$ cat config.mk
export PLATFORM = sky130hd
export DESIGN_NAME = tffh_ram
export DESIGN_NICKNAME = d
export VERILOG_FILES = /design/src/rtl/core/tffh_ram.sv
export SDC_FILE = /design/constraint.sdc
export NUM_CORES = 1
export LEC_CHECK = 0
export ABC_AREA = 0
export BUFFER_PORTS_ARGS = -buffer_cell sky130_fd_sc_hd__buf_2
export CAP_MARGIN = 20
export CELL_PAD_IN_SITES_DETAIL_PLACEMENT = 0
export CELL_PAD_IN_SITES_GLOBAL_PLACEMENT = 2
export CORE_UTILIZATION = 52
export DETAILED_ROUTE_END_ITERATION = 7
export PLACE_DENSITY_LB_ADDON = 0.05
export SYNTH_ARGS = -nofsm -noshare
export SYNTH_HDL_FRONTEND = slang
export SYNTH_SLANG_ARGS = --single-unit
$ cat constraint.sdc
create_clock -name clk -period 2.2 [get_ports clk]
set_input_delay 0 -clock clk [delete_from_list [all_inputs] [get_ports clk]]
set_output_delay 0 -clock clk [all_outputs]
set_load 0.005 [all_outputs]
$ cat src/rtl/core/tffh_ram.sv
// ----------------------------------------------------------------------------
// tffh_ram
// Generic single-clock RAM with one write port and one registered read port.
// ----------------------------------------------------------------------------
`default_nettype none

module tffh_ram #(
  parameter int WIDTH = 8,
  parameter int DEPTH = 16
) (
  input  wire logic                     clk,
  input  wire logic                     we,
  input  wire logic [$clog2(DEPTH)-1:0] waddr,
  input  wire logic [WIDTH-1:0]         wdata,
  input  wire logic [$clog2(DEPTH)-1:0] raddr,
  output logic      [WIDTH-1:0]         rdata
);

  logic [WIDTH-1:0] mem [DEPTH];

  // Write port and registered read.
  always_ff @(posedge clk) begin
    if (we) begin
      mem[waddr] <= wdata;
    end
    rdata <= mem[raddr];
  end

endmodule

`default_nettype wire

==> metrics <==
status finished, final reports clean; Critical Path Max Stage Delay 0.49 ns; wire length per cell 22.8 µm; RSZ-0062 raised after global routing no; Reg2Reg Setup Slack 0.79 ns; max frequency 708 MHz; port bufs 25; Setup violations, final 0; Synth warnings 0; final hold vios 0; Worst Path Required 2.60 ns; CP max FO 1; clk slew on worst S/H paths 0.06 ns; initial antenna violation count 1; CORE AREA 9420 µm²; first-pass GRT wire length 15000 µm; CTS Root Cell clkbuf_8; Async S/R FF share, synth 0%; GRT overflow 0; CP Capture Type flop; vias per cell 5.77; Synth area leaders edfxtp_1, mux4_2, mux4_1, dfxtp_1, a22oi_1; fraction of layout cells with a size suffix above 1 31.3%; largest net degree at the start of global routing 23; drt pass-1 iters 4; CP cell instances mux4_1 -> a22oi_1 -> nand2_1; startpoint types flop; highest-delay cell along the critical path mux4_1; ANT cells 0; Synth area leader edfxtp_1; clock buffer depth 2; total wire length 9860 µm; Final min period 1.41 ns; die height 101 µm; Worst Hold Class in -> reg; Layout Skew 0.00970 ns; Tcrit/Tclk final 64.2%; post-layout util 65.5%; P_leak 2.11 nW; Layout area overhead 19.9%; post-synthesis sequential area ratio 77.8%; predominant post-synthesis flop cell edfxtp_1; num ports 26; site row count 35; die footprint 10300 µm²; Tot GR Track Use 21.9%; clk sink count 136; H-tree depth 4; Critical Path AT 1.81 ns; critical path class reg -> reg; Mapped Nets 247; Die X 101 µm; Syn Inst Count 229; top-area cell type share of the netlist area 74.7%; CTS tree done; Skew-Pair Late Insertion Delay 0.52 ns; TritonCTS buffer count 17; post-CTS setup buffers 0; Initial Util 54.7%; setup_tns 0 ns; Max VDD drop 0.527 mV; Layout fillers 648; family with the most delay on the worst path multiplexers; EDFF count, synth 128; Synth cell types 19; Post-synth top cells edfxtp_1, mux4_2, a22oi_1, mux4_1, nor2_1; DP HPWL 6420 µm; number of global-route vias before repair 2472; worst rel slew slack 38.6%; Vias 2499; DR iter-0 viols 186; nets@finish 309; power per cell area 957 nW/µm²; synthesized flop and latch total 136; max cap viols 0; top-count cell post-synth edfxtp_1; CP Buf/Inv Count 0; Syn Area/Cell 22.5 µm²; Worst Tran Pin Value 0.918 ns; Netlist Area Pre-Place 5150 µm²; ANT nets after route 0; gpl congestion 0.733; Pins Over Slew Limit 0; DRC 0
==> state kept, by name, summed over array words and instances, names as in the netlist <==
name,flops
mem,128
rdata,8
==> path summary, 6_finish.rpt <==
kind,from,to,cells after the start
setup / recovery,mem[0][3],rdata[3],3
hold / removal,waddr[1],mem[4][0],3
setup reg to reg,mem[0][3],rdata[3],3
hold reg to reg,mem[12][3],rdata[3],3
==> report_power, final <==
part | total (W) | switching, W | internal [W]
sequential | 0.00292 | 0.0000190 | 0.00290
combinational | 0.000273 | 0.000149 | 0.000124
clock | 0.00272 | 0.00106 | 0.00166
total | 0.00591 | 0.00123 | 0.00468
==> layout make-up <==
class	count	area, µm²	share of cell area [%]
clock buffers	19	432	7.00
clock inverters	13	148	2.39
multi-input cells	83	1060	17.1
flip-flops and latches	136	4000	64.9
well taps	129	161	2.62
repair buffers	53	368	5.96
==> per-stage QoR <==
step                      instances  hold WS [ns]  power [W]  cell area, µm²  worst slack (ns)
after floorplan                 229        0.0989    0.00311            5150             0.707
after global placement          393         0.381    0.00323            5510             0.417
final                           433        0.0551    0.00591            6170             0.787
after CTS                       433        0.0281    0.00594            6170             0.803
after detailed placement        393         0.382    0.00324            5510             0.411
after global routing            433        0.0593    0.00609            6170             0.718
==> worst reg2reg max path, stage by stage, from the launching register on <==
cell and delay [ns]:
edfxtp_1 0.37, mux4_1 0.49, a22oi_1 0.36, nand2_1 0.09
==> layer usage <==
metal  global-route usage [%]  part of all wire, %
met2                     32.1                   47
met1                     32.1                   46
met3                     5.66                  5.8
met4                     8.47                  1.2
met5                        0                 0.13
==> cell usage in the layout (no fill, tap or decap), drive strengths merged, types with 2 or more instances in the layout <==
cell,n
dfxtp,8
inv,3
bufinv,2
buf,45
edfxtp,128
nand3b,2
nand2,9
nor3,4
clkinvlp,3
a22oi,16
mux4,32
dlygate4sd3,8
clkbuf,19
nand2b,2
clkinv,5
nor2,13
==> logic make-up (layout without fill, tap and decap cells) <==
logic type	Yosys count	count (layout)	share of synthesized area (%)
flip-flops	136	136	77.8
AND/OR/NAND/NOR	35	35	3.18
multiplexers	32	32	15.0
AO/OA/AOI/OAI	16	16	2.33
buffers and inverters	10	85	1.68
==> repair_timing <==
item | in CTS | in global routing
resized for setup | 0 | 0
endpoints found under the hold margin | 128 | 0
hold buffers | 8 | 0
Power figures use the tool's default switching activity.
